[src/design/dlt_pkg.sv]
`timescale 1ns / 1ps
// ----------------------------------------------------------------------------
// Delta-list timer package
// Shared constants, codes and item types of the callout timer queue.
// ----------------------------------------------------------------------------
package dlt_pkg;

   // Default sizes of the table and of a stored delta
   localparam int TABLE_DEPTH_DEF = 32;
   localparam int DELAY_BITS_DEF  = 16;

   // Fixed field widths of the items
   localparam int DELAY_W   = 16;
   localparam int HANDLER_W = 8;
   localparam int ARG_W     = 32;
   localparam int HELD_W    = 6;

   // Operation codes of the func field
   localparam logic FUNC_TICK   = 1'b0;
   localparam logic FUNC_INSERT = 1'b1;

   typedef enum logic [1:0] {
      KIND_FIRED    = 2'd0,
      KIND_ACCEPT   = 2'd1,
      KIND_OVERFLOW = 2'd2,
      KIND_TICK     = 2'd3
   } kind_type;

   typedef enum logic [3:0] {
      ST_IDLE,
      ST_T_READ,
      ST_T_DATA,
      ST_I_READ,
      ST_I_DATA,
      ST_S_READ,
      ST_S_WRITE,
      ST_I_NEW,
      ST_DONE
   } state_type;

   typedef struct packed {
      logic                 func;
      logic [DELAY_W-1:0]   delay;
      logic [HANDLER_W-1:0] handler;
      logic [ARG_W-1:0]     argument;
      logic                 hold_fire;
   } req_type;

   typedef struct packed {
      kind_type             kind;
      logic [HANDLER_W-1:0] fired_handler;
      logic [ARG_W-1:0]     fired_argument;
      logic [HELD_W-1:0]    entries_held;
      logic                 last;
   } rsp_type;

endpackage

[src/design/dlt_ram.sv]
`timescale 1ns / 1ps
// ----------------------------------------------------------------------------
// Generic single-port-pair RAM
// One write port and one read port, read data registered on read enable.
// ----------------------------------------------------------------------------
module dlt_ram #(
   parameter  int WIDTH  = 8,
   parameter  int DEPTH  = 32,
   localparam int ADDR_W = $clog2(DEPTH)
) (
   input  logic              clock,
   input  logic              wr_en,
   input  logic [ADDR_W-1:0] wr_addr,
   input  logic [WIDTH-1:0]  wr_data,
   input  logic              rd_en,
   input  logic [ADDR_W-1:0] rd_addr,
   output logic [WIDTH-1:0]  rd_data
);

   logic [WIDTH-1:0] mem_ff [DEPTH];
   logic [WIDTH-1:0] rd_data_ff;

   // Write and registered read
   always_ff @(posedge clock) begin
      if (wr_en) begin
         mem_ff[wr_addr] <= wr_data;
      end
      if (rd_en) begin
         rd_data_ff <= mem_ff[rd_addr];
      end
   end

   assign rd_data = rd_data_ff;

endmodule

[src/design/delta_list_callout_timer.sv]
`timescale 1ns / 1ps
// Sequence: an insert walks past the entries that fire no later, then shifts the tail back
//   one slot at a time and writes the new entry; an insert into a full table gets overflow.
//   A tick reads entries from the head, decrementing, firing or stepping over them, and
//   holds while a result waits on rsp_stall.
// Throughput: one item at a time; req_stall stays high until the sequencer is idle again.
// Reset: synchronous; clears entry count, head pointer, sequencer, tick flag and output valid.
// ----------------------------------------------------------------------------
// Delta-list callout timer
// Sorted queue of pending callouts held as relative delays in a circular RAM.
// Table contents stay undefined after reset; there is no clearing pass.
// ----------------------------------------------------------------------------
module delta_list_callout_timer #(
   parameter int TABLE_DEPTH = dlt_pkg::TABLE_DEPTH_DEF,
   parameter int DELAY_BITS  = dlt_pkg::DELAY_BITS_DEF
) (
   input  logic             clock,
   input  logic             reset,
   input  logic             req_valid,
   output logic             req_stall,
   input  dlt_pkg::req_type req_data,
   output logic             rsp_valid,
   input  logic             rsp_stall,
   output dlt_pkg::rsp_type rsp_data
);

   import dlt_pkg::*;

   localparam int IDX_W  = $clog2(TABLE_DEPTH);
   localparam int CNT_W  = $clog2(TABLE_DEPTH + 1);
   localparam int WORD_W = DELAY_BITS + HANDLER_W + ARG_W;
   localparam int HND_LO = ARG_W;
   localparam int DLT_LO = ARG_W + HANDLER_W;

   // Map a position in the list to a RAM address
   function automatic logic [IDX_W-1:0] phys(input logic [IDX_W-1:0] head,
                                             input logic [IDX_W-1:0] pos);
      logic [IDX_W:0] sum;
      sum = {1'b0, head} + {1'b0, pos};
      if (sum >= (IDX_W + 1)'(TABLE_DEPTH)) begin
         sum = sum - (IDX_W + 1)'(TABLE_DEPTH);
      end
      return sum[IDX_W-1:0];
   endfunction

   state_type            state_ff, state_in;
   logic [IDX_W-1:0]     head_ff, head_in;
   logic [CNT_W-1:0]     count_ff, count_in;
   logic [CNT_W-1:0]     idx_ff, idx_in;
   logic [IDX_W-1:0]     pos_ff, pos_in;
   logic [DELAY_BITS-1:0] rem_ff, rem_in;
   logic [HANDLER_W-1:0] hnd_ff, hnd_in;
   logic [ARG_W-1:0]     arg_ff, arg_in;
   logic                 hold_ff, hold_in;
   logic                 dec_done_ff, dec_done_in;
   kind_type             kind_ff, kind_in;
   logic                 rsp_valid_ff, rsp_valid_in;
   rsp_type              rsp_data_ff, rsp_data_in;

   logic                 wr_en;
   logic [IDX_W-1:0]     wr_addr;
   logic [WORD_W-1:0]    wr_data;
   logic                 rd_en;
   logic [IDX_W-1:0]     rd_addr;
   logic [WORD_W-1:0]    rd_data;

   logic                 out_free;
   logic                 emit;
   rsp_type              emit_data;
   logic                 req_take;
   logic [DELAY_BITS-1:0] rd_delta;
   logic [CNT_W-1:0]     idx_m1;
   logic [CNT_W-1:0]     cnt_m1;
   logic [CNT_W-1:0]     pos_ext;

   dlt_ram #(
      .WIDTH (WORD_W),
      .DEPTH (TABLE_DEPTH)
   ) u_table (
      .clock   (clock),
      .wr_en   (wr_en),
      .wr_addr (wr_addr),
      .wr_data (wr_data),
      .rd_en   (rd_en),
      .rd_addr (rd_addr),
      .rd_data (rd_data)
   );

   assign req_stall = (state_ff != ST_IDLE);
   assign req_take  = req_valid && !req_stall;
   assign out_free  = !rsp_valid_ff || !rsp_stall;
   assign rd_delta  = rd_data[DLT_LO +: DELAY_BITS];
   assign idx_m1    = idx_ff - CNT_W'(1);
   assign cnt_m1    = count_ff - CNT_W'(1);
   assign pos_ext   = CNT_W'(pos_ff);

   // Control and payload registers
   always_ff @(posedge clock) begin
      if (reset) begin
         state_ff     <= ST_IDLE;
         head_ff      <= '0;
         count_ff     <= '0;
         dec_done_ff  <= 1'b0;
         rsp_valid_ff <= 1'b0;
      end else begin
         state_ff     <= state_in;
         head_ff      <= head_in;
         count_ff     <= count_in;
         dec_done_ff  <= dec_done_in;
         rsp_valid_ff <= rsp_valid_in;
      end
      idx_ff      <= idx_in;
      pos_ff      <= pos_in;
      rem_ff      <= rem_in;
      hnd_ff      <= hnd_in;
      arg_ff      <= arg_in;
      hold_ff     <= hold_in;
      kind_ff     <= kind_in;
      rsp_data_ff <= rsp_data_in;
   end

   // Sequence the walk, shift and fire passes over the table
   always_comb begin
      state_in    = state_ff;
      head_in     = head_ff;
      count_in    = count_ff;
      idx_in      = idx_ff;
      pos_in      = pos_ff;
      rem_in      = rem_ff;
      hnd_in      = hnd_ff;
      arg_in      = arg_ff;
      hold_in     = hold_ff;
      dec_done_in = dec_done_ff;
      kind_in     = kind_ff;
      wr_en       = 1'b0;
      wr_addr     = '0;
      wr_data     = '0;
      rd_en       = 1'b0;
      rd_addr     = '0;
      emit        = 1'b0;
      emit_data   = '0;

      case (state_ff)
         ST_IDLE: begin
            if (req_take) begin
               rem_in      = DELAY_BITS'(req_data.delay);
               hnd_in      = req_data.handler;
               arg_in      = req_data.argument;
               hold_in     = req_data.hold_fire;
               idx_in      = '0;
               dec_done_in = 1'b0;
               if (req_data.func == FUNC_INSERT) begin
                  if (count_ff == CNT_W'(TABLE_DEPTH)) begin
                     kind_in  = KIND_OVERFLOW;
                     state_in = ST_DONE;
                  end else begin
                     state_in = ST_I_READ;
                  end
               end else begin
                  state_in = ST_T_READ;
               end
            end
         end

         // Tick: visit leading entries from the head
         ST_T_READ: begin
            if (idx_ff == count_ff) begin
               kind_in  = KIND_TICK;
               state_in = ST_DONE;
            end else begin
               rd_en    = 1'b1;
               rd_addr  = phys(head_ff, idx_ff[IDX_W-1:0]);
               state_in = ST_T_DATA;
            end
         end

         ST_T_DATA: begin
            if (!dec_done_ff && rd_delta != '0 &&
                (hold_ff || rd_delta != DELAY_BITS'(1))) begin
               // Decrement the first nonzero entry and keep it
               wr_en       = 1'b1;
               wr_addr     = phys(head_ff, idx_ff[IDX_W-1:0]);
               wr_data     = rd_data;
               wr_data[DLT_LO +: DELAY_BITS] = rd_delta - DELAY_BITS'(1);
               dec_done_in = 1'b1;
               if (hold_ff) begin
                  kind_in  = KIND_TICK;
                  state_in = ST_DONE;
               end else begin
                  state_in = ST_T_READ;
               end
            end else if (dec_done_ff && rd_delta != '0) begin
               kind_in  = KIND_TICK;
               state_in = ST_DONE;
            end else if (hold_ff) begin
               // Zero entry held back: step over it
               idx_in   = idx_ff + CNT_W'(1);
               state_in = ST_T_READ;
            end else if (out_free) begin
               // Fire the head entry and drop it
               emit                     = 1'b1;
               emit_data.kind           = KIND_FIRED;
               emit_data.fired_handler  = rd_data[HND_LO +: HANDLER_W];
               emit_data.fired_argument = rd_data[ARG_W-1:0];
               emit_data.entries_held   = HELD_W'(cnt_m1);
               emit_data.last           = 1'b0;
               head_in                  = phys(head_ff, IDX_W'(1));
               count_in                 = cnt_m1;
               if (rd_delta != '0) begin
                  dec_done_in = 1'b1;
               end
               state_in = ST_T_READ;
            end
         end

         // Insert: walk while the entry's delta fits in what is left
         ST_I_READ: begin
            if (idx_ff == count_ff) begin
               pos_in   = idx_ff[IDX_W-1:0];
               state_in = ST_S_READ;
            end else begin
               rd_en    = 1'b1;
               rd_addr  = phys(head_ff, idx_ff[IDX_W-1:0]);
               state_in = ST_I_DATA;
            end
         end

         ST_I_DATA: begin
            if (rd_delta <= rem_ff) begin
               rem_in   = rem_ff - rd_delta;
               idx_in   = idx_ff + CNT_W'(1);
               state_in = ST_I_READ;
            end else begin
               pos_in   = idx_ff[IDX_W-1:0];
               idx_in   = count_ff;
               state_in = ST_S_READ;
            end
         end

         // Shift the tail back by one, from the end down to the slot
         ST_S_READ: begin
            if (idx_ff == pos_ext) begin
               state_in = ST_I_NEW;
            end else begin
               rd_en    = 1'b1;
               rd_addr  = phys(head_ff, idx_m1[IDX_W-1:0]);
               state_in = ST_S_WRITE;
            end
         end

         ST_S_WRITE: begin
            wr_en   = 1'b1;
            wr_addr = phys(head_ff, idx_ff[IDX_W-1:0]);
            wr_data = rd_data;
            if (idx_m1 == pos_ext) begin
               wr_data[DLT_LO +: DELAY_BITS] = rd_delta - rem_ff;
            end
            idx_in   = idx_m1;
            state_in = ST_S_READ;
         end

         ST_I_NEW: begin
            wr_en    = 1'b1;
            wr_addr  = phys(head_ff, pos_ff);
            wr_data  = {rem_ff, hnd_ff, arg_ff};
            count_in = count_ff + CNT_W'(1);
            kind_in  = KIND_ACCEPT;
            state_in = ST_DONE;
         end

         ST_DONE: begin
            if (out_free) begin
               emit                   = 1'b1;
               emit_data.kind         = kind_ff;
               emit_data.entries_held = HELD_W'(count_ff);
               emit_data.last         = 1'b1;
               state_in               = ST_IDLE;
            end
         end

         default: begin
            state_in = ST_IDLE;
         end
      endcase

      // Load or drain the output register
      rsp_data_in = rsp_data_ff;
      if (emit) begin
         rsp_valid_in = 1'b1;
         rsp_data_in  = emit_data;
      end else if (!rsp_stall) begin
         rsp_valid_in = 1'b0;
      end else begin
         rsp_valid_in = rsp_valid_ff;
      end
   end

   assign rsp_valid = rsp_valid_ff;
   assign rsp_data  = rsp_data_ff;

`ifndef SYNTH
   a_count_bound: assert property (@(posedge clock) disable iff (reset)
      count_ff <= CNT_W'(TABLE_DEPTH))
      else $error("entry count above table depth");

   a_fire_drops: assert property (@(posedge clock) disable iff (reset)
      (emit && emit_data.kind == KIND_FIRED) |=> count_ff == $past(count_ff) - CNT_W'(1))
      else $error("fired item did not remove an entry");

   a_full_reject: assert property (@(posedge clock) disable iff (reset)
      (req_take && req_data.func == FUNC_INSERT && count_ff == CNT_W'(TABLE_DEPTH))
      |=> (state_ff == ST_DONE && kind_ff == KIND_OVERFLOW))
      else $error("insert into full table not rejected");

   a_idle_no_write: assert property (@(posedge clock) disable iff (reset)
      state_ff == ST_IDLE |-> !wr_en)
      else $error("table written while idle");
`endif

endmodule

[config.mk]
export PLATFORM = sky130hd
export DESIGN_NAME = delta_list_callout_timer
export DESIGN_NICKNAME = d
export VERILOG_FILES = /design/src/design/dlt_pkg.sv /design/src/design/dlt_ram.sv /design/src/design/delta_list_callout_timer.sv
export SDC_FILE = /design/constraint.sdc
export NUM_CORES = 2
export LEC_CHECK = 0
export BUFFER_PORTS_ARGS = -buffer_cell sky130_fd_sc_hd__clkbuf_2
export CORE_ASPECT_RATIO = 0.7
export CORE_MARGIN = 3
export CORE_UTILIZATION = 35
export DETAILED_ROUTE_END_ITERATION = 6
export GPL_TIMING_DRIVEN = 0
export SKIP_CTS_REPAIR_TIMING = 1
export SYNTH_ARGS = -nofsm -noshare
export SYNTH_HDL_FRONTEND = slang
export SYNTH_HIERARCHICAL = 1
export SYNTH_SLANG_ARGS = --single-unit
[constraint.sdc]
create_clock -name clock -period 13 [get_ports clock]
set_input_delay 2.6 -clock clock [delete_from_list [all_inputs] [get_ports clock]]
set_output_delay 2.6 -clock clock [all_outputs]
set_load 0.02 [all_outputs]
==> results by group <==
Outcome
  – Status: completed

Clock tree
  – CTS buffer count: 185
  – Clk root buf: clkbuf_16
  – CTS clk-pin slew, worst paths: around 0.060 ns
  – Clock Path Buffers: 3
  – CTS tree: yes
  – Clk Latency, worst-skew pair: 0.81 ns
  – Clk sink count: 1984
  – H-tree depth: 4

Yosys
  – Syn Area/Cell: 16.7 µm²
  – Warnings, synthesis: 6
  – Synth top area cells: edfxtp_1 74%, mux2i_1 11%, a22o_1 1.7%
  – Post-synth EDFFs: 1967
  – Main synth FF type: edfxtp_1
  – Share of flip-flops with an asynchronous set or reset: 0%
  – Most frequent cell after synthesis: edfxtp_1
  – Synth top cells by count: 1967 x edfxtp_1, 905 x mux2i_1, 230 x nand2_1
  – Yosys top cell by area: edfxtp_1
  – Synthesized area: 80100 µm²
  – Mapped Cells: between 4000 and 5000
  – Sequential-to-total area share from yosys stat: roughly 74%
  – Syn nets: between 4000 and 5000
  – Register bit count reported by yosys: 1984
  – Post-synth cell types: 64
  – Share of Yosys cell area claimed by the top area cell type: between 70% and 80%

Place
  – Placement Cell Area: 86600 µm²
  – Buffers on Ports: 112
  – Detail Placement HPWL: about 150000 µm
  – GPL Wtd Cong: 0.807

Worst setup path
  – CP Data Required Time: 13.50 ns
  – WS Path Type: flop to flop
  – Setup crit start: idx_ff[0]
  – Reg2Reg Launch Point: idx_ff[0]
  – RR Endpoint: u_table/rd_data[42]
  – Register-to-Register Path Depth: 15
  – Nature of the critical path startpoint: flop
  – Worst setup EP type: flop
  – R2R Setup Slk: roughly 7 ns
  – CP Data Arrival Time: about 6.5 ns
  – CP Max Fanout: 10

Min path
  – HP Start: idx_ff[4]
  – HP Class: flop to flop
  – Worst Hold Path EP: pos_ff[4]
  – Hold Path Stages: 0

Routing
  – Post-Route WL: 223000 µm
  – TritonRoute pass-1 iters: 5
  – Via density: 5.38
  – Vias: ~45000
  – DRT antenna net count: 0
  – DRT iter0 DRCs: 5191
  – DR WL/cell: between 20 and 30 µm
  – DRC viols: 0

GRT
  – Number of global-route vias before repair: 43300
  – Pin count of the biggest net entering global routing: 33
  – GRT Overall Usage: 18.7%
  – Initial antenna violation count: 12
  – First-pass GRT wire length: 317000 µm
  – Total grt overflow: 0

Timing
  – Skew final: 0.0305 ns
  – Fin. Hold Viols: 0
  – Final min period: 6.02 ns
  – Slew @ Worst Pin: between 1 and 1.5 ns
  – RSZ-0062 raised after global routing: no
  – Fin crit share: 46.3%
  – Final setup violating endpoints: 0
  – F_max: 166 MHz
  – Fin. max-slew vios: 0
  – Max_slew headroom: 5.94%
  – Hold slack: ~0.46 ns
  – Setup TNS: 0 ns

Die
  – Die width: 578 µm
  – Core area: 227000 µm²
  – DIE AREA: between 200000 and 250000 µm²
  – Initial Utilization: 35.3%
  – Row count: 146
  – Top Ports: 113
  – Die H: 406 µm

Final layout
  – Layout cells sized above 1: 12.8%
  – Design Area, Final: 92600 µm²
  – Ant. Diodes: 0
  – Area grow syn2layout: 15.5%
  – Layout Nets: 5295

Job
  – Max_cap viols: 0

Power
  – Leak pwr: 29.3 nW
  – Power per cell area: a little under 200 nW/µm²
  – Peak supply drop: 0.000182 V
layout make-up:
type	count	area, µm²
buffer	276	1690
clock buffer	232	4950
clock inverter	102	985
fill	20400	134000
inverter	55	209
multi-input combinational	2475	19200
sequential	1984	59400
tap	3034	3800
timing repair buffer	199	2310
registers in the layout, summed over array words and instances (netlist names):
register	flops
u_table/mem_ff	1792
u_table/rd_data	56
rsp_data	49
arg_ff	32
rem_ff	16
hnd_ff	8
count_ff	6
idx_ff	6
head_ff	5
pos_ff	5
state_ff	4
kind_ff	2
dec_done_ff	1
hold_ff	1
rsp_valid	1
power breakdown:
group          internal [W]  switching [W]
Sequential          0.00786       0.000178
Combinational       0.00154        0.00337
Clock               0.00303        0.00234
Total                0.0124        0.00589
critical path, cell delays in order, from the launching register on:
cell and delay [ns]:
edfxtp_1 0.41, clkbuf_1 0.32, inv_1 0.13, ha_1 0.40, inv_1 0.11, fa_1 0.41, a21o_1 0.19, a21oi_1 0.17
xnor2_1 0.09, o22ai_1 1.04, or2_2 0.29, clkbuf_1 0.70, clkbuf_1 0.61, nor3_1 0.32, a31oi_1 0.27, nand3_1 0.23
logic make-up (layout without fill, tap and decap cells):
family,Yosys count,count (layout),share of synthesized area (%)
flops,1984,1984,74.2
xor+xnor,74,74,0.809
compound gates,727,727,6.19
mux,908,908,11.4
simple gates,709,709,4.21
fa+ha+maj,57,57,0.937
buf+inv,331,864,2.35
routing by layer:
| layer | wire, µm | GRT usage, % | part of all wire (%) | vias up |
|---|---|---|---|---|
| met3 | 19400 | 3.77 | 8.7 | 281 |
| met2 | 95700 | 27.3 | 43 | 1898 |
| met5 | 23 | 0 | 0.010 | - |
| met4 | 5110 | 4.76 | 2.3 | 4 |
| li1 | - | - | - | 19600 |
| met1 | 102000 | 28.2 | 46 | 23100 |
cells in the final DEF, fill, tap and decap left out, drive strengths merged, types with 7 or more instances in the layout:
cell      instances
o21ai            44
a31oi            68
a21o             12
o22ai            12
nand3           184
bufinv           17
clkbuf          469
o21a              7
a22o            152
inv              59
o31ai             7
nor3             69
clkinvlp          9
xnor2            40
a21oi           213
nand2           230
and3             11
xor2             34
edfxtp         1967
dfxtp            17
nand3b            7
buf             238
nor2b            13
nand2b           13
nor2             94
a22oi           170
clkinv           72
mux2i           905
ha               52
o221ai            8
and2             45
nand4            10
worst max path at each step:
stage | to | cells after the start
2_1_floorplan | u_table/mem_ff[28][0] | 10
3_3_place_gp | u_table/mem_ff[25][18] | 9
6_report | u_table/rd_data[42] | 15
5_1_grt | u_table/rd_data[42] | 15
3_5_place_dp | u_table/rd_data[38] | 15
4_1_cts | u_table/rd_data[41] | 15
stage by stage:
step           power (W)  setup slack (ns)  util, %  std cells
3_5_place_dp      0.0131              7.05     38.2       8023
5_1_grt           0.0190              6.68     40.8       8357
6_report          0.0183              6.98     40.8       8357
3_3_place_gp      0.0129              3.08     37.2       7936
2_1_floorplan     0.0110              7.30        -       4790
4_1_cts           0.0184              7.04     40.8       8357
(Power assumes the default switching activity.)
